$ cat src/rtl/plc_pkg.sv
// Package for the positional byte list: command and status codes, and the
// control word broadcast to every cell of the storage row.
// No dependencies.
package plc_pkg;

  localparam logic [3:0] CMD_CREATE        = 4'd0;
  localparam logic [3:0] CMD_ADD_FIRST     = 4'd1;
  localparam logic [3:0] CMD_ADD_LAST      = 4'd2;
  localparam logic [3:0] CMD_ADD_MIDDLE    = 4'd3;
  localparam logic [3:0] CMD_REMOVE_FIRST  = 4'd4;
  localparam logic [3:0] CMD_REMOVE_LAST   = 4'd5;
  localparam logic [3:0] CMD_REMOVE_MIDDLE = 4'd6;
  localparam logic [3:0] CMD_SEARCH        = 4'd7;
  localparam logic [3:0] CMD_LIST_ALL      = 4'd8;

  localparam logic [2:0] STAT_OK         = 3'd0;
  localparam logic [2:0] STAT_RANGE      = 3'd1;
  localparam logic [2:0] STAT_NOT_MIDDLE = 3'd2;
  localparam logic [2:0] STAT_FULL       = 3'd3;
  localparam logic [2:0] STAT_EMPTY      = 3'd4;

  typedef enum logic [1:0] {
    CELL_HOLD,
    CELL_INSERT,
    CELL_REMOVE,
    CELL_ROTATE
  } cell_op_t;

  typedef struct packed {
    cell_op_t   op;
    logic [7:0] value;
  } cell_ctl_t;

endpackage

$ cat src/rtl/plc_cell.sv
// One storage cell of the list row: holds a single byte and takes a new one
// from itself, a neighbour, the front cell or the broadcast value.
// Depends on plc_pkg.
module plc_cell
  import plc_pkg::*;
#(
  parameter int IW  = 4,
  parameter int IDX = 0
) (
  input  logic            clk,
  input  cell_ctl_t       ctl,
  input  logic [IW-1:0]   k,
  input  logic [IW-1:0]   wrap,
  input  logic [7:0]      left,
  input  logic [7:0]      right,
  input  logic [7:0]      head,
  output logic [7:0]      data
);

  localparam logic [IW-1:0] MY_IDX = IW'(IDX);

  logic [7:0] data_next;

  always_comb begin
    data_next = data;
    case (ctl.op)
      CELL_INSERT: begin
        if (MY_IDX == k) data_next = ctl.value;
        else if (MY_IDX > k) data_next = left;
      end
      CELL_REMOVE: begin
        if (MY_IDX >= k) data_next = right;
      end
      CELL_ROTATE: begin
        // The occupied part turns one place towards the front; the front
        // byte wraps round to the last occupied cell.
        if (MY_IDX == wrap) data_next = head;
        else if (MY_IDX < wrap) data_next = right;
      end
      default: data_next = data;
    endcase
  end

  always_ff @(posedge clk) begin
    data <= data_next;
  end

endmodule

$ cat src/rtl/plc_row.sv
// Row of DEPTH list cells, each linked to its neighbours; cell 0 is the
// front of the list and its byte is presented as head.
// Depends on plc_pkg and plc_cell.
module plc_row
  import plc_pkg::*;
#(
  parameter int DEPTH = 16,
  parameter int IW    = 4
) (
  input  logic            clk,
  input  cell_ctl_t       ctl,
  input  logic [IW-1:0]   k,
  input  logic [IW-1:0]   wrap,
  output logic [7:0]      head
);

  logic [7:0] cells [DEPTH];

  for (genvar i = 0; i < DEPTH; i++) begin : g_cell
    logic [7:0] left;
    logic [7:0] right;
    if (i == 0) begin : g_first
      assign left = 8'd0;
    end else begin : g_inner_l
      assign left = cells[i-1];
    end
    if (i == DEPTH - 1) begin : g_last
      assign right = 8'd0;
    end else begin : g_inner_r
      assign right = cells[i+1];
    end
    plc_cell #(.IW(IW), .IDX(i)) u_cell (
      .clk   (clk),
      .ctl   (ctl),
      .k     (k),
      .wrap  (wrap),
      .left  (left),
      .right (right),
      .head  (cells[0]),
      .data  (cells[i])
    );
  end

  assign head = cells[0];

endmodule

$ cat src/rtl/positional_char_list.sv
// Positional byte list: command decode, length counter, scan sequencer and
// output register around a row of shifting cells.
// Depends on plc_pkg and plc_row.
//
//   channel | dir | fields (tdata / tuser, lowest bit first)
//   s_*     | in  | tdata: value[7:0], position[15:8]; tuser: command[3:0]
//   m_*     | out | tdata: status[2:0], found[3], count[8:4], item[16:9];
//           |     | tlast: last_item
//
// Inserts, removals, create and unknown commands are done on acceptance: the
// whole row shifts at once and the result is registered in the same edge.
// Search and list_all latch the command when it is accepted and then rotate
// the row one place per cycle until every occupied byte has passed the front
// (an empty list is answered on acceptance); list_all gives a transfer per step.
// A new command is taken when the sequencer is idle and the output register
// is empty or being drained. A stalled output holds the rotation.
// Reset (rst, synchronous) empties the list; the cell bytes are not cleared.
module positional_char_list
  import plc_pkg::*;
#(
  parameter int DEPTH = 16
) (
  input  logic        clk,
  input  logic        rst,
  input  logic        s_tvalid,
  output logic        s_tready,
  input  logic [15:0] s_tdata,  // value[7:0], position[15:8]
  input  logic [3:0]  s_tuser,  // command[3:0]
  output logic        m_tvalid,
  input  logic        m_tready,
  output logic [23:0] m_tdata,  // status[2:0], found[3], count[8:4], item[16:9]
  output logic        m_tlast
);

  localparam int IW = (DEPTH > 1) ? $clog2(DEPTH) : 1;
  localparam int CW = $clog2(DEPTH + 1);
  localparam logic [CW-1:0] FULL_LEN = CW'(DEPTH);
  localparam logic [CW-1:0] ONE_LEN  = CW'(1);

  localparam logic [1:0] S_IDLE = 2'd0;
  localparam logic [1:0] S_LIST = 2'd1;
  localparam logic [1:0] S_SRCH = 2'd2;

  logic [1:0]    state, state_next;
  logic [CW-1:0] length, length_next;
  logic [IW-1:0] cnt, cnt_next;
  logic [7:0]    srch_val, srch_val_next;
  logic          found, found_next;

  logic          out_valid, out_valid_next;
  logic [2:0]    out_status, out_status_next;
  logic          out_found, out_found_next;
  logic [4:0]    out_count, out_count_next;
  logic [7:0]    out_item, out_item_next;
  logic          out_last, out_last_next;

  cell_ctl_t     ctl;
  logic [IW-1:0] k;
  logic [IW-1:0] wrap;
  logic [7:0]    head;

  logic       out_free;
  logic       accept;
  logic [3:0] cmd;
  logic [7:0] value;
  logic [7:0] pos;
  logic       is_full;
  logic       is_empty;
  logic       pos_range;
  logic       pos_first;
  logic       scan_last;
  logic       hit;

  plc_row #(.DEPTH(DEPTH), .IW(IW)) u_row (
    .clk  (clk),
    .ctl  (ctl),
    .k    (k),
    .wrap (wrap),
    .head (head)
  );

  assign out_free = !out_valid || m_tready;
  assign s_tready = (state == S_IDLE) && out_free;
  assign accept   = s_tvalid && s_tready;

  assign cmd   = s_tuser;
  assign value = s_tdata[7:0];
  assign pos   = s_tdata[15:8];

  assign is_full   = (length == FULL_LEN);
  assign is_empty  = (length == '0);
  assign pos_range = (pos == 8'd0) || (pos > 8'(length));
  assign pos_first = (pos == 8'd1);
  assign wrap      = IW'(length - ONE_LEN);
  assign scan_last = (cnt == wrap);
  assign hit       = found || (head == srch_val);

  always_comb begin
    state_next      = state;
    length_next     = length;
    cnt_next        = cnt;
    srch_val_next   = srch_val;
    found_next      = found;
    out_valid_next  = out_valid && !m_tready;
    out_status_next = out_status;
    out_found_next  = out_found;
    out_count_next  = out_count;
    out_item_next   = out_item;
    out_last_next   = out_last;
    ctl.op          = CELL_HOLD;
    ctl.value       = value;
    k               = '0;

    case (state)
      S_IDLE: begin
        if (accept) begin
          out_valid_next  = 1'b1;
          out_status_next = STAT_OK;
          out_found_next  = 1'b0;
          out_item_next   = 8'd0;
          out_last_next   = 1'b1;
          case (cmd)
            CMD_CREATE: begin
              ctl.op      = CELL_INSERT;
              length_next = ONE_LEN;
            end
            CMD_ADD_FIRST: begin
              if (is_full) out_status_next = STAT_FULL;
              else begin
                ctl.op      = CELL_INSERT;
                length_next = length + ONE_LEN;
              end
            end
            CMD_ADD_LAST: begin
              if (is_full) out_status_next = STAT_FULL;
              else begin
                ctl.op      = CELL_INSERT;
                k           = IW'(length);
                length_next = length + ONE_LEN;
              end
            end
            CMD_ADD_MIDDLE: begin
              if (is_full) out_status_next = STAT_FULL;
              else if (pos_range) out_status_next = STAT_RANGE;
              else if (pos_first) out_status_next = STAT_NOT_MIDDLE;
              else begin
                ctl.op      = CELL_INSERT;
                k           = IW'(pos - 8'd1);
                length_next = length + ONE_LEN;
              end
            end
            CMD_REMOVE_FIRST: begin
              if (is_empty) out_status_next = STAT_EMPTY;
              else begin
                ctl.op      = CELL_REMOVE;
                length_next = length - ONE_LEN;
              end
            end
            CMD_REMOVE_LAST: begin
              // The last cell simply falls outside the occupied part.
              if (is_empty) out_status_next = STAT_EMPTY;
              else length_next = length - ONE_LEN;
            end
            CMD_REMOVE_MIDDLE: begin
              if (is_empty) out_status_next = STAT_EMPTY;
              else if (pos_range) out_status_next = STAT_RANGE;
              else if (pos_first) out_status_next = STAT_NOT_MIDDLE;
              else begin
                ctl.op      = CELL_REMOVE;
                k           = IW'(pos - 8'd1);
                length_next = length - ONE_LEN;
              end
            end
            CMD_SEARCH: begin
              if (!is_empty) begin
                out_valid_next = 1'b0;
                state_next     = S_SRCH;
                cnt_next       = '0;
                found_next     = 1'b0;
                srch_val_next  = value;
              end
            end
            CMD_LIST_ALL: begin
              if (!is_empty) begin
                out_valid_next = 1'b0;
                state_next     = S_LIST;
                cnt_next       = '0;
              end
            end
            default: begin
            end
          endcase
          out_count_next = 5'(length_next);
        end
      end

      S_LIST: begin
        if (out_free) begin
          ctl.op          = CELL_ROTATE;
          cnt_next        = cnt + IW'(1);
          out_valid_next  = 1'b1;
          out_status_next = STAT_OK;
          out_found_next  = 1'b0;
          out_count_next  = 5'(length);
          out_item_next   = head;
          out_last_next   = scan_last;
          if (scan_last) state_next = S_IDLE;
        end
      end

      S_SRCH: begin
        if (out_free) begin
          ctl.op     = CELL_ROTATE;
          cnt_next   = cnt + IW'(1);
          found_next = hit;
          if (scan_last) begin
            out_valid_next  = 1'b1;
            out_status_next = STAT_OK;
            out_found_next  = hit;
            out_count_next  = 5'(length);
            out_item_next   = 8'd0;
            out_last_next   = 1'b1;
            state_next      = S_IDLE;
          end
        end
      end

      default: state_next = S_IDLE;
    endcase
  end

  always_ff @(posedge clk) begin
    if (rst) begin
      state     <= S_IDLE;
      length    <= '0;
      out_valid <= 1'b0;
    end else begin
      state     <= state_next;
      length    <= length_next;
      out_valid <= out_valid_next;
    end
  end

  always_ff @(posedge clk) begin
    cnt        <= cnt_next;
    srch_val   <= srch_val_next;
    found      <= found_next;
    out_status <= out_status_next;
    out_found  <= out_found_next;
    out_count  <= out_count_next;
    out_item   <= out_item_next;
    out_last   <= out_last_next;
  end

  assign m_tvalid = out_valid;
  assign m_tdata  = {7'd0, out_item, out_count, out_found, out_status};
  assign m_tlast  = out_last;

endmodule
$ cat config.mk
export PLATFORM = sky130hd
export DESIGN_NAME = positional_char_list
export DESIGN_NICKNAME = d
export VERILOG_FILES = /design/src/rtl/plc_pkg.sv /design/src/rtl/plc_cell.sv /design/src/rtl/plc_row.sv /design/src/rtl/positional_char_list.sv
export SDC_FILE = /design/constraint.sdc
export NUM_CORES = 1
export LEC_CHECK = 0
export BUFFER_PORTS_ARGS = -buffer_cell sky130_fd_sc_hd__clkbuf_2
export CAP_MARGIN = 0
export CORE_MARGIN = 5
export CORE_UTILIZATION = 50
export CTS_BUF_LIST = sky130_fd_sc_hd__clkbuf_4 sky130_fd_sc_hd__clkbuf_8
export CTS_CLUSTER_SIZE = 30
export DETAILED_ROUTE_END_ITERATION = 6
export PLACE_DENSITY = 0.69
export SYNTH_ARGS = -nofsm -noshare
export SYNTH_HDL_FRONTEND = slang
export SYNTH_HIERARCHICAL = 1
export SYNTH_SLANG_ARGS = --single-unit
$ cat constraint.sdc
create_clock -name clk -period 6.65 [get_ports clk]
set_input_delay 0.3325 -clock clk [delete_from_list [all_inputs] [get_ports clk]]
set_output_delay 0.3325 -clock clk [all_outputs]
set_load 0.1 [all_outputs]
# Word-level counts from Yosys, hierarchy flattened
# Index checks and enable logic that the tools add are counted.
[op_classes] shift=0 n_reduce_logical=44 addsub=4 order_cmp=49 mul=0 n_div=0 bitwise=1 eq_ne=108 n_mux=181
[op_table] op="8-bit 2-to-1 mux" n=84
[op_table] op="8-bit one-hot mux with 3 select lines" n=17
[op_table] op="3-bit inequality test, second input constant" n=33
[op_table] op="4-bit equality test, first input constant" n=16
[op_table] op="4-bit AND reduction" n=16
[op_table] op="5-bit 2-to-1 mux" n=12
[op_table] op="2-bit inequality test, second input constant" n=24
[op_table] op="4-bit 2-to-1 mux" n=11
[op_table] op="3-bit by 4-bit equality test with 1-bit output, first input constant" n=8
[op_table] op="4-bit greater-or-equal comparator, first input constant" n=8
[op_table] op="4-bit > comparator, first input constant" n=8
[op_table] op="4-bit < comparator, first input constant" n=8
[op_table] op="2-bit 2-to-1 mux" n=15
[op_table] op="5-bit one-hot mux with 5 select lines" n=1
[op_table] op="1-bit 2-to-1 mux" n=22
[op_table] op="5-bit AND reduction" n=4
[op_table] op="3-bit 2-to-1 mux" n=6
[op_table] op="2-bit by 4-bit equality test with 1-bit output, first input constant" n=4
[op_table] op="4-bit by 3-bit equality test with 1-bit output, second input constant" n=4
[op_table] op="3-bit by 4-bit greater-or-equal comparator with 1-bit output, first input constant" n=4
[op_table] op="3-bit by 4-bit > comparator with 1-bit output, first input constant" n=4
[op_table] op="3-bit by 4-bit < comparator with 1-bit output, first input constant" n=4
[op_table] op="5-bit one-hot mux with 3 select lines" n=1
[op_table] op="4-bit logical NOT" n=3
[op_table] op="other kinds (43)" n=70
[totals] out_inout_bits=27 regBits=167 romBits=0 mem_count=0 ramBits=0 latchBits=0

# Longest topological paths before layout
# Gate-level depths: netlist of the first run.
[logic_depth] word_depth=11 ltp_mapped=15 ltp_nobuf=13

# By module
# Netlist of the first run, hierarchy kept.
[by_module_without_submodules] mod="positional_char_list" cells_each=297 n_inst=1 area_per_inst_um2=2866.5
[by_module_without_submodules] mod="plc_cell (u_row.g_cell[6].u_cell)" cells_each=62 n_inst=1 area_per_inst_um2=733.2
[by_module_without_submodules] mod="plc_cell (u_row.g_cell[12].u_cell)" cells_each=60 n_inst=1 area_per_inst_um2=726.9
[by_module_without_submodules] mod="plc_cell (u_row.g_cell[10].u_cell)" cells_each=63 n_inst=1 area_per_inst_um2=708.2
[by_module_without_submodules] mod="plc_cell (u_row.g_cell[7].u_cell)" cells_each=60 n_inst=1 area_per_inst_um2=674.4
[by_module_without_submodules] mod="plc_cell (u_row.g_cell[11].u_cell)" cells_each=63 n_inst=1 area_per_inst_um2=641.9
[by_module_without_submodules] mod="plc_cell (u_row.g_cell[14].u_cell)" cells_each=55 n_inst=1 area_per_inst_um2=623.1
[by_module_without_submodules] mod="plc_cell (u_row.g_cell[13].u_cell)" cells_each=54 n_inst=1 area_per_inst_um2=620.6
[by_module_without_submodules] mod="plc_cell (u_row.g_cell[3].u_cell)" cells_each=61 n_inst=1 area_per_inst_um2=620.6
[by_module_without_submodules] mod="plc_cell (u_row.g_cell[0].u_cell)" cells_each=56 n_inst=1 area_per_inst_um2=608.1
[by_module_without_submodules] mod="plc_cell (u_row.g_cell[4].u_cell)" cells_each=62 n_inst=1 area_per_inst_um2=608.1
[by_module_without_submodules] mod="plc_cell (u_row.g_cell[8].u_cell)" cells_each=61 n_inst=1 area_per_inst_um2=601.8
[by_module_without_submodules] mod="plc_cell (u_row.g_cell[2].u_cell)" cells_each=56 n_inst=1 area_per_inst_um2=599.3
[by_module_without_submodules] mod="plc_cell (u_row.g_cell[15].u_cell)" cells_each=57 n_inst=1 area_per_inst_um2=598.1
[by_module_without_submodules] mod="4 more rows"

# Worst setup path before layout of the first run
# Ideal clock, no wire load.
[synth_path] path_kind="register to register" startpoint="register state[0]" endpoint="register u_row.g_cell[3].u_cell.data[0] (enable)" synth_period_minus_slack_ns=5.145 arrival_ns=4.769 setup_ns=0.377 slack_ns=1.505 required_time_ns=6.273 n_path_buf=3 stages_incl_launch_ff=10 path_cell_list="dfxtp_1 > inv_1 > ha_1 > clkbuf_1 > nand2_1 > o21ai_0 > buf_2 > clkbuf_1 > a21oi_1 > mux2i_1"
[synth_lines] item="from (decl)" line="positional_char_list.sv:44" text="logic [1:0] state, state_next;"
[synth_lines] item="from (signal assigned)" line="positional_char_list.sv:238" text="state <= state_next;"
[synth_lines] item="to (signal assigned)" line="plc_cell.sv:45" text="data <= data_next;"
[synth_lines] item="to (decl)" line="plc_cell.sv:17" text="output logic [7:0] data"

# Worst setup path in the final report of the first run
[layout_path] startpoint="register length[2]" endpoint="register u_row.g_cell[4].u_cell.data[3] (data pin)"
[layout_between] elab_chain_len=10 word_cells_on_any_way=29
[layout_rtl] item="from (decl)" line="positional_char_list.sv:45" text="logic [CW-1:0] length, length_next;"
[layout_rtl] item="from (signal assigned)" line="positional_char_list.sv:239" text="length <= length_next;"
[layout_rtl] item="8-bit by 5-bit > comparator with 1-bit output" line="positional_char_list.sv:92" text="assign pos_range = (pos == 8'd0) || (pos > 8'(length));"
[layout_rtl] item="1-bit logical OR" line="positional_char_list.sv:92"
[layout_rtl] item="4-bit 2-to-1 mux" line="positional_char_list.sv:144" text="else if (pos_range) out_status_next = STAT_RANGE;"
[layout_rtl] item="4-bit 2-to-1 mux, on equally long branches" line="positional_char_list.sv:165, positional_char_list.sv:143"
[layout_rtl] item="4-bit one-hot mux with 3 select lines *" line="positional_char_list.sv:122" text="case (cmd)"
[layout_rtl] item="4-bit 2-to-1 mux *" line="positional_char_list.sv:116" text="if (accept) begin"
[layout_rtl] item="4-bit 2-to-1 mux *" line="positional_char_list.sv:114" text="case (state)"
[layout_rtl] item="net k[2]" line="positional_char_list.sv:58" text="logic [IW-1:0] k;"
[layout_rtl] item="3-bit by 4-bit equality test with 1-bit output *" line="plc_cell.sv:28" text="if (MY_IDX == k) data_next = ctl.value;"
[layout_rtl] item="8-bit 2-to-1 mux *" line="plc_cell.sv:28"
[layout_rtl] item="8-bit one-hot mux with 3 select lines *" line="plc_cell.sv:26" text="case (ctl.op)"
[layout_rtl] item="net u_row.g_cell[4].u_cell.data_next[3]" line="plc_cell.sv:22" text="logic [7:0] data_next;"
[layout_rtl] item="to (signal assigned)" line="plc_cell.sv:45"
[layout_rtl] item="to (decl)" line="plc_cell.sv:17"
# Mark *: on every way through the listed nets, which the timed path passes. The rest lies on a longest branch.
# A chain may end at the register's enable or synchronous reset.

==> results of run 1 <==
==> through the flow <==
step | util | worst slack (ps) | hold WS, ps | instance area (um2) | instances
after floorplan | - | 1505 | 431.4 | 13070 | 1246
after global placement | 0.5142 | 1793 | 544.2 | 13290 | 1543
after detailed placement | 0.5142 | 1631 | 575.3 | 13290 | 1543
after CTS | 0.5290 | 1576 | 186.0 | 13670 | 1575
after global routing | 0.5290 | 1212 | 211.4 | 13670 | 1575
final | 0.5290 | 1482 | 222.0 | 13670 | 1575
==> worst min-delay path by stage <==
| stage | from | end | depth (start not counted) |
|---|---|---|---|
| 2_1_floorplan | s_tdata[0] | srch_val[0] | 0 |
| 3_3_place_gp | state[0] | state[0] | 2 |
| 3_5_place_dp | state[0] | state[0] | 2 |
| 4_1_cts | rst | m_tvalid | 2 |
| 5_1_grt | rst | m_tvalid | 2 |
| 6_report | rst | length[0] | 2 |
==> state kept, by name (all words and copies together) (netlist names) <==
name and flops:
out_count 5, u_row/g_cell.u_cell/data 128, state 2, cnt 4, srch_val 8, out_item 8
out_found 1, m_tlast 1, out_status 3, found 1, m_tvalid 1, length 5
==> metal layers <==
layer  GRT usage  vias to the layer above  part of all wire
li1            -                     4770                 -
met1      0.3487                     5173              0.44
met2      0.3996                      408              0.47
met3     0.03861                       70             0.057
met4     0.08164                        0             0.024
met5           0                        -                 0
==> synth_stat cells (8+ instances only) <==
cell,instances
mux2_2,39
ha_1,16
buf_2,36
dfxtp_1,8
edfxtp_1,159
nor3_1,15
and2_1,15
o221ai_1,8
o22a_1,23
o21ai_1,9
nand2_1,80
o31a_1,51
nor2b_1,9
a2bb2oi_2,21
clkbuf_1,22
a41oi_1,16
nor2_1,21
o21ai_0,110
buf_4,14
a21boi_0,24
a21oi_1,17
a22oi_1,35
mux2_4,32
a2bb2oi_1,19
xor2_1,14
inv_1,77
nand2b_1,8
o221ai_2,17
and3_1,10
nand3_1,31
buf_6,19
mux2i_1,63
==> layout make-up <==
| type | count | area, um2 |
|---|---|---|
| clock inverter | 14 | 141.4 |
| multi-input combinational | 897 | 7249 |
| timing repair buffer | 63 | 377.9 |
| inverter | 81 | 304.0 |
| clock buffer | 18 | 241.5 |
| sequential | 167 | 4935 |
| tap | 335 | 419.2 |
| fill | 2288 | 12170 |
==> worst max-delay path: stages, from the launching register on <==
cell and delay (ps):
dfxtp_1 600, inv_1 200, ha_1 340, nand4_1 100
mux2i_1 140, a21oi_1 50, buf_4 180, nor2_2 370
a32oi_1 200, nor2_2 810, buf_4 340, nor4b_2 1120
mux2i_1 330, a22oi_1 90
==> logic make-up (layout without fill, tap and decap cells) <==
kind of cell,after synthesis,count (layout),synth area share
AO/OA/AOI/OAI,431,431,0.2622
XOR/XNOR,22,22,0.01647
adder cells (fa/ha/maj),19,19,0.01772
buffers and inverters,182,176,0.07309
flip-flops,167,167,0.3798
multiplexers,134,134,0.1193
other,2,23,0.0005780
AND/OR/NAND/NOR,268,268,0.1308
==> where the power goes <==
part           internal, mW  total (mW)  leakage, nW  switching (mW)
logic                 0.125       0.476         3.17           0.351
clock network         0.311       0.748        0.188           0.437
registers              1.19        1.22         1.53          0.0333
==> summary.txt, run 1 <==
STA
  • Final number of setup-violating endpoints: 0
  • Final Max Tran Viols: 0
  • RSZ-0062 raised after global routing: false
  • Final period utilization: 0.7771
  • Skew final: approximately 19 ps
  • Relative slew margins: 0.07328
  • Final hold violations: 0
  • Final setup TNS: 0 ps
  • Fmax: between 150 and 200 MHz
  • Crit path time final: 5168 ps
  • Worst Tran Pin Value: around 1400 ps

Global route
  • Vias in the first global route: between 10k and 15k
  • Gr ovfl total: 0
  • Largest net degree at the start of global routing: approximately 140
  • First-pass GRT wire length: 57.94 mm
  • Initial antenna violation count: 0
  • Total track usage: 0.2494

Flow run
  • Max cap viols: 0

Critical path
  • R2R setup slack: approximately 1500 ps
  • Worst path arrival time: around 5400 ps
  • Worst endpoint required time: ~6900 ps
  • Worst setup SP type: register
  • Critical Path End: u_row/g_cell[4].u_cell/data[3]
  • Kind of critical path: register to register
  • CP startpoint: length[2]
  • Reg-to-reg startpoint: length[2]
  • Critical Path Sink Type: register
  • Max FO, Critical Path: 19
  • Critical R2R Capture: u_row/g_cell[4].u_cell/data[3]
  • R2R depth: 13

Logic synthesis
  • Top cell type's share of synthesized area: 0.3675
  • Yosys reg bits: about 170
  • Post-Syn Area: 12990 um2
  • Post-Synthesis Cells: 1225
  • Largest cells by area after synthesis: edfxtp_1 37%, mux2i_1 4.9%, o21ai_0 4.2%
  • Post-Syn Area per Cell: around 11 um2
  • Warnings, synthesis: 6
  • Seq/Total Area, Yosys: 0.3798
  • Netlist cell types: between 100 and 150
  • Post-synth top area cell: edfxtp_1
  • Post-synth EDFFs: between 150 and 200
  • Ys flop type: edfxtp_1
  • Asr flop ratio synth: 0

Detailed routing
  • WL per Instance: between 20 and 25 um
  • Post-route DRC: 1
  • Via count: approximately 10k
  • Initial detailed-routing violation count: between 1k and 1.5k
  • Via density: 6.617
  • Routed Antenna Nets: 0
  • Total wire length: 36.82 mm
  • Pre-antenna DRT Iters: 7

CTS
  • Post-CTS sizing: 0
  • CTS buffer count: 17
  • CTS Hold Bufs: 0
  • H-tree Lvls: 4
  • CTS tree: built
  • Post-CTS setup buffer count: 0
  • CTS Root Buffer Type: clkbuf_8
  • Clock transition at path regs: around 110 ps
  • Clock tree sinks: 167
  • Clk buf depth: 2
  • Clock Latency Late Sink: approximately 480 ps

Finish
  • Area Overhead vs Synth: 5.200%
  • Most frequent cells in the layout: 159 x edfxtp_1, 108 x o21ai_0, 80 x nand2_1, 75 x inv_1, 63 x mux2i_1
  • Commonest non-fill, non-tap cell in the layout: edfxtp_1
  • Layout cell share with drive strength beyond 1: 0.2113
  • Nets: ~1.3k
  • Ant diodes: 0

Placement
  • Routability cong.: approximately 0.94
  • Dpl hpwl: 23.37 mm
  • Port bufs: 43

Floorplanning
  • Row count: just under 60
  • Die Y: 171.2 um
  • Core area: between 20000 and 30000 um2
  • Initial core utilization: 0.5029
  • I/O Pins: 51
  • Die area: 29310 um2
  • Die Wd: 171.2 um

Power
  • Total power: approximately 2.4 mW
  • Power per Cell Area: roughly 180 nW/um2
  • Leakage Power: 4.888 nW
  • VDD IR max: between 0.00015 and 0.0002 V

Min path
  • Hold WC Path Type: primary input to register

Status
  • Violations in the final reports: design-rule violations
  • Status: complete, but fails checks
Note: power is estimated with default switching activity, not from simulation.
==> run 2: changes to the inputs <==
==> constraint.sdc (replaced) <==
create_clock -name clk -period 5.2 [get_ports clk]
set_input_delay 0.26 -clock clk [delete_from_list [all_inputs] [get_ports clk]]
set_output_delay 0.26 -clock clk [all_outputs]
set_load 0.1 [all_outputs]
==> run 2 against run 1 <==
  * The flow now finishes without violations
  * Sequential share of layout area down 0.26 points
  * Count of clock-buffer cells in the layout shrank 1
  * Highest routed layer unchanged
  * Register-to-register slack lost 1000 ps
  * Largest power group unchanged
  * Non-clock buffer count is 9 higher
  * Cell count up 0.57%
  * Wire length fell by 0.97%
  * First-iteration DRC count increased by 11%
==> summary.txt, run 2 (synthesis results as in run 1) <==
Status
  • Status: finished clean (was complete, but fails checks)

Finish
  • Largest reg by FF count: u_row/g_cell.u_cell/data (unchanged)
  • Top flop regs: u_row/g_cell.u_cell/data (128), out_item (8), srch_val (8) (unchanged)
  • Most frequent cells in the layout: 159 x edfxtp_1, 108 x o21ai_0, 80 x nand2_1, 75 x inv_1, 63 x mux2i_1 (unchanged)
  • Final non-filler cell total: 1584 (was 1575)
  • Design area: 13770 um2 (was 13670 um2)
  • Nets: 1276 (was 1267)
  • Area Overhead vs Synth: 5.961% (was 5.200%)
  • Layout cell share with drive strength beyond 1: 0.2170 (was 0.2113)
  • Ant diodes: 0 (unchanged)
  • Commonest non-fill, non-tap cell in the layout: edfxtp_1 (unchanged)
  • Register Area: 4935 um2 (unchanged)
  • Fillcell total: 2304 (was 2288)
  • Multi-input logic area: 7249 um2 (unchanged)
  • Max reg flops: 128 (unchanged)

Floorplanning
  • Row count: 59 (unchanged)
  • Core area: 25840 um2 (unchanged)
  • Die Wd: 171.2 um (unchanged)
  • I/O Pins: 51 (unchanged)
  • Die Y: 171.2 um (unchanged)
  • Die area: 29310 um2 (unchanged)
  • Initial core utilization: 0.5029 (unchanged)

CTS
  • CTS tree: built (unchanged)
  • CTS buffer count: 17 (unchanged)
  • CTS Hold Bufs: 0 (unchanged)
  • Post-CTS sizing: 0 (unchanged)
  • Clk buf depth: 2 (unchanged)
  • Clock tree sinks: 167 (unchanged)
  • Clock Latency Late Sink: 470 ps (was 480 ps)
  • Clock transition at path regs: 100 ps (was 110 ps)
  • Post-CTS setup buffer count: 0 (unchanged)
  • CTS Root Buffer Type: clkbuf_8 (unchanged)
  • H-tree Lvls: 4 (unchanged)

Placement
  • Dpl hpwl: 23.54 mm (was 23.37 mm)
  • Placed cell areas: 13340 um2 (was 13290 um2)
  • Inst Count DP: 1552 (was 1543)
  • Routability cong.: 0.8988 (was 0.9355)
  • Port bufs: 43 (unchanged)

STA
  • Final number of setup-violating endpoints: 0 (unchanged)
  • Final setup TNS: 0 ps (unchanged)
  • RSZ-0062 raised after global routing: false (unchanged)
  • Worst Tran Pin Value: 1323 ps (was 1386 ps)
  • Final hold violations: 0 (unchanged)
  • Worst hold slack: 168.0 ps (was 222.0 ps)
  • Final period utilization: 0.9108 (was 0.7771)
  • Skew final: 21.99 ps (was 19.00 ps)
  • Final Max Tran Viols: 0 (unchanged)
  • Crit path time final: 4736 ps (was 5168 ps)
  • Fmax: 211.1 MHz (was 193.5 MHz)
  • Relative slew margins: 0.1089 (was 0.07328)

Critical path
  • R2R setup slack: 460 ps (was 1480 ps)
  • Worst endpoint required time: 5280 ps (was 6870 ps)
  • Kind of critical path: register to register (unchanged)
  • CP startpoint: length[0] (was length[2])
  • Critical Path Sink Type: register (unchanged)
  • Worst setup SP type: register (unchanged)
  • Reg-to-reg startpoint: length[0] (was length[2])
  • Max FO, Critical Path: 45 (was 19)
  • Worst path arrival time: 4810 ps (was 5380 ps)

Global route
  • Initial antenna violation count: 0 (unchanged)
  • Largest net degree at the start of global routing: 58 (was 139)
  • Vias in the first global route: 10.20k (was 10.17k)
  • Gr ovfl total: 0 (unchanged)
  • Total track usage: 0.2449 (was 0.2494)
  • First-pass GRT wire length: 57.17 mm (was 57.94 mm)

Detailed routing
  • Via density: 6.600 (was 6.617)
  • Routed Antenna Nets: 0 (unchanged)
  • Post-route DRC: 0 (was 1)
  • WL per Instance: 23.02 um (was 23.38 um)
  • Pre-antenna DRT Iters: 6 (was 7)
  • Via count: 10.46k (was 10.42k)
  • Initial detailed-routing violation count: 1293 (was 1161)
  • Total wire length: 36.46 mm (was 36.82 mm)

Power
  • VDD IR max: 0.0001601 V (about the same)
  • Power per Cell Area: 232.4 nW/um2 (was 178.9 nW/um2)
  • Leakage Power: 4.960 nW (was 4.888 nW)
  • Total power: 3.200 mW (was 2.445 mW)

Min path
  • HP Start: m_tready (was rst)
  • Hold WC Path Type: primary input to register (unchanged)

Flow run
  • Max cap viols: 0 (unchanged)
run 2: layer usage:
| metal | track usage | vias up | part of all wire |
|---|---|---|---|
| met5 | 0 | - | 0 |
| met4 | 0.07062 | 0 | 0.018 |
| met3 | 0.03333 | 54 | 0.064 |
| met2 | 0.3973 | 454 | 0.47 |
| met1 | 0.3449 | 5152 | 0.44 |
| li1 | - | 4795 | - |
run 2: final cells by class:
| cell class | instances | area share |
|---|---|---|
| tap | 335 | 0.03045 |
| clock inverter | 15 | 0.01400 |
| multi-input combinational | 897 | 0.5266 |
| timing repair buffer | 72 | 0.03145 |
| inverter | 81 | 0.02208 |
| clock buffer | 17 | 0.01700 |
| sequential | 167 | 0.3584 |
run 2: path summary, 6_finish.rpt:
check,endpoint,depth (start not counted)
setup / recovery,u_row/g_cell[12].u_cell/data[4],10
hold / removal,m_tvalid,3
setup reg to reg,u_row/g_cell[12].u_cell/data[4],10
hold reg to reg,length[1],2
run 2: power breakdown:
part | internal (mW) | switching, mW
clock | 0.486 | 0.547
sequential | 1.52 | 0.0413
combinational | 0.159 | 0.446
run 2: per-stage QoR:
step / utilization / setup slack, ps
CTS: 0.5328 / 574.5
finish: 0.5328 / 463.9
detailed placement: 0.5163 / 587.2
global placement: 0.5163 / 628.8
global route: 0.5328 / 202.9
floorplan: - / 54.72
run 2: worst max-delay path, cell delays in order (launching register included):
cell     delay [ps]
dfxtp_1         570
inv_1           120
ha_1            310
or3b_1          440
o21ai_0         260
nor3_1          330
o21ai_0         230
o21ai_4         380
buf_4           570
nand2_1          90
o21ai_0        1000
==> run 3: changes to the inputs <==
--- a/config.mk
+++ b/config.mk
@@ -5,7 +5,7 @@
 export SDC_FILE = /design/constraint.sdc
 export NUM_CORES = 1
 export LEC_CHECK = 0
-export BUFFER_PORTS_ARGS = -buffer_cell sky130_fd_sc_hd__clkbuf_2
+export BUFFER_PORTS_ARGS = -buffer_cell sky130_fd_sc_hd__buf_4
 export CAP_MARGIN = 0
 export CORE_MARGIN = 5
 export CORE_UTILIZATION = 50
==> run 3 against run 2 <==
  * Via count down 0.29%
  * Highest routed layer unchanged
  * Sequential power about the same
  * Largest power group unchanged
  * Critical path type unchanged
  * Flip-flop and latch count unchanged
==> summary.txt, run 3 (synthesis results as in run 1) <==
Min path
  • Hold WC Path Type: primary input to register (unchanged)

CTS
  • CTS Root Buffer Type: clkbuf_8 (unchanged)
  • H-tree Lvls: 4 (unchanged)
  • Clock Latency Late Sink: 470 ps (about the same)
  • Clock tree sinks: 167 (unchanged)
  • Post-CTS setup buffer count: 0 (unchanged)
  • CTS Hold Bufs: 0 (unchanged)
  • Clk buf depth: 2 (unchanged)
  • Post-CTS sizing: 0 (unchanged)
  • CTS tree: built (unchanged)
  • CTS buffer count: 17 (unchanged)
  • Clock transition at path regs: 110 ps (was 100 ps)

STA
  • Final Max Tran Viols: 0 (unchanged)
  • Final period utilization: 0.9300 (was 0.9108)
  • RSZ-0062 raised after global routing: false (unchanged)
  • Fmax: 206.8 MHz (was 211.1 MHz)
  • Final number of setup-violating endpoints: 0 (unchanged)
  • Worst Tran Pin Value: 1444 ps (was 1323 ps)
  • Crit path time final: 4836 ps (was 4736 ps)
  • Relative slew margins: 0.02725 (was 0.1089)
  • Skew final: 22.23 ps (was 21.99 ps)
  • Final setup TNS: 0 ps (unchanged)
  • Final hold violations: 0 (unchanged)

Critical path
  • Worst path buffer plus inverter count: 1 (was 2)
  • Delay of the slowest critical-path stage: 890 ps (was 1000 ps)
  • Crit-path slowest cell: nor2_2 (was o21ai_0)
  • Kind of critical path: register to register (unchanged)
  • CP top delay family: simple AND/OR/NAND/NOR gates (was compound AO/OA/AOI/OAI gates)
  • Crit-path cells: inv_1 > ha_1 > a211oi_1 > a21oi_1 > nor2_2 > a32oi_1 > nor2_2 > and4bb_1 > mux2_4 > a221o_1 (was inv_1 > ha_1 > or3b_1 > o21ai_0 > nor3_1 > o21ai_0 > o21ai_4 > buf_4 > nand2_1 > o21ai_0)
  • Max FO, Critical Path: 20 (was 45)
  • Worst path arrival time: 5050 ps (was 4810 ps)
  • Worst setup SP type: register (unchanged)
  • Worst endpoint required time: 5410 ps (was 5280 ps)
  • Critical Path Sink Type: register (unchanged)
  • Most used cell, CP: nor2_2 (was o21ai_0)

Finish
  • Most frequent cells in the layout: 159 x edfxtp_1, 108 x o21ai_0, 80 x nand2_1, 75 x inv_1, 71 x buf_4 (was 159 x edfxtp_1, 108 x o21ai_0, 80 x nand2_1, 75 x inv_1, 63 x mux2i_1)
  • Commonest non-fill, non-tap cell in the layout: edfxtp_1 (unchanged)
  • Final Core Density: 0.5357 (was 0.5328)
  • Area Overhead vs Synth: 6.529% (was 5.961%)
  • Ant diodes: 0 (unchanged)
  • Final non-filler cell total: 1584 (unchanged)
  • Design area: 13840 um2 (was 13770 um2)
  • Max reg flops: 128 (unchanged)
  • Top flop regs: u_row/g_cell.u_cell/data (128), out_item (8), srch_val (8) (unchanged)
  • Nets: 1276 (unchanged)
  • Layout cell share with drive strength beyond 1: 0.2170 (unchanged)
  • Largest reg by FF count: u_row/g_cell.u_cell/data (unchanged)

Detailed routing
  • Routed Antenna Nets: 0 (unchanged)
  • Via density: 6.581 (was 6.600)
  • Via count: 10.43k (was 10.46k)
  • Post-route DRC: 0 (unchanged)
  • Total wire length: 36.78 mm (was 36.46 mm)
  • Pre-antenna DRT Iters: 5 (was 6)
  • WL per Instance: 23.22 um (was 23.02 um)
  • Initial detailed-routing violation count: 1126 (was 1293)

Floorplanning
  • Initial core utilization: 0.5029 (unchanged)
  • Die Y: 171.2 um (unchanged)
  • Die area: 29310 um2 (unchanged)
  • I/O Pins: 51 (unchanged)
  • Row count: 59 (unchanged)
  • Core area: 25840 um2 (unchanged)
  • Die Wd: 171.2 um (unchanged)

Placement
  • Dpl hpwl: 23.70 mm (was 23.54 mm)
  • Inst Count DP: 1552 (unchanged)
  • Routability cong.: 0.9851 (was 0.8988)
  • Port bufs: 43 (unchanged)
  • Placed cell areas: 13460 um2 (was 13340 um2)

Status
  • Status: finished clean (unchanged)

Power
  • Power per Cell Area: 226.0 nW/um2 (was 232.4 nW/um2)
  • VDD IR max: 0.0001358 V (was 0.0001601 V)
  • Leakage Power: 4.967 nW (was 4.960 nW)

Global route
  • Total track usage: 0.2477 (was 0.2449)
  • Largest net degree at the start of global routing: 60 (was 58)
  • First-pass GRT wire length: 57.72 mm (was 57.17 mm)
  • Vias in the first global route: 10.15k (was 10.20k)
  • Gr ovfl total: 0 (unchanged)
  • Initial antenna violation count: 0 (unchanged)

Flow run
  • Max cap viols: 0 (unchanged)
## run 3: cell count changes in the layout (fill, tap and decap cells not counted), moves of 2 or more
| cell | delta |
|---|---|
| clkinvlp_4 | +2 |
| inv_6 | +3 |
| buf_4 | +42 |
| clkinv_4 | -4 |
| clkbuf_2 | -43 |
| bufinv_16 | -2 |
## run 3: final timing paths
check	slack, ps	from	endpoint	cells past startpoint
worst max-delay path	360	length[3]	u_row/g_cell[9].u_cell/data[1]	10
worst min-delay path	80	rst	length[0]	2
worst max register to register	360	length[3]	u_row/g_cell[9].u_cell/data[1]	10
worst min register to register	570	state[1]	state[1]	2
## run 3: where the power goes
part	switching, mW	total [mW]	internal, mW
clock network	0.549	0.946	0.397
logic	0.447	0.621	0.174
registers	0.0405	1.56	1.52
## run 3: area by class of cell
type | count | area [um2]
fillers | 2286 | 12000
clock inverters | 14 | 138.9
inverters | 81 | 304.0
well taps | 335 | 419.2
multi-input cells | 897 | 7249
flip-flops and latches | 167 | 4935
repair buffers | 72 | 553.0
clock buffers | 18 | 241.5
## run 3: layer usage
metal | vias to the layer above | GRT usage | wire [um]
met5 | - | 0 | 0
met4 | 0 | 0.07199 | 709
met3 | 56 | 0.03516 | 2335
met2 | 436 | 0.4086 | 17680
met1 | 5155 | 0.3420 | 16060
li1 | 4778 | - | -
## run 3: per-stage QoR
step,hold WS [ps],total power [mW],worst slack (ps)
floorplan,358.9,2.030,54.72
global placement,549.3,2.194,613.5
detailed placement,557.1,2.200,535.9
CTS,37.21,3.134,496.8
global route,53.01,3.240,104.5
finish,76.76,3.128,363.8
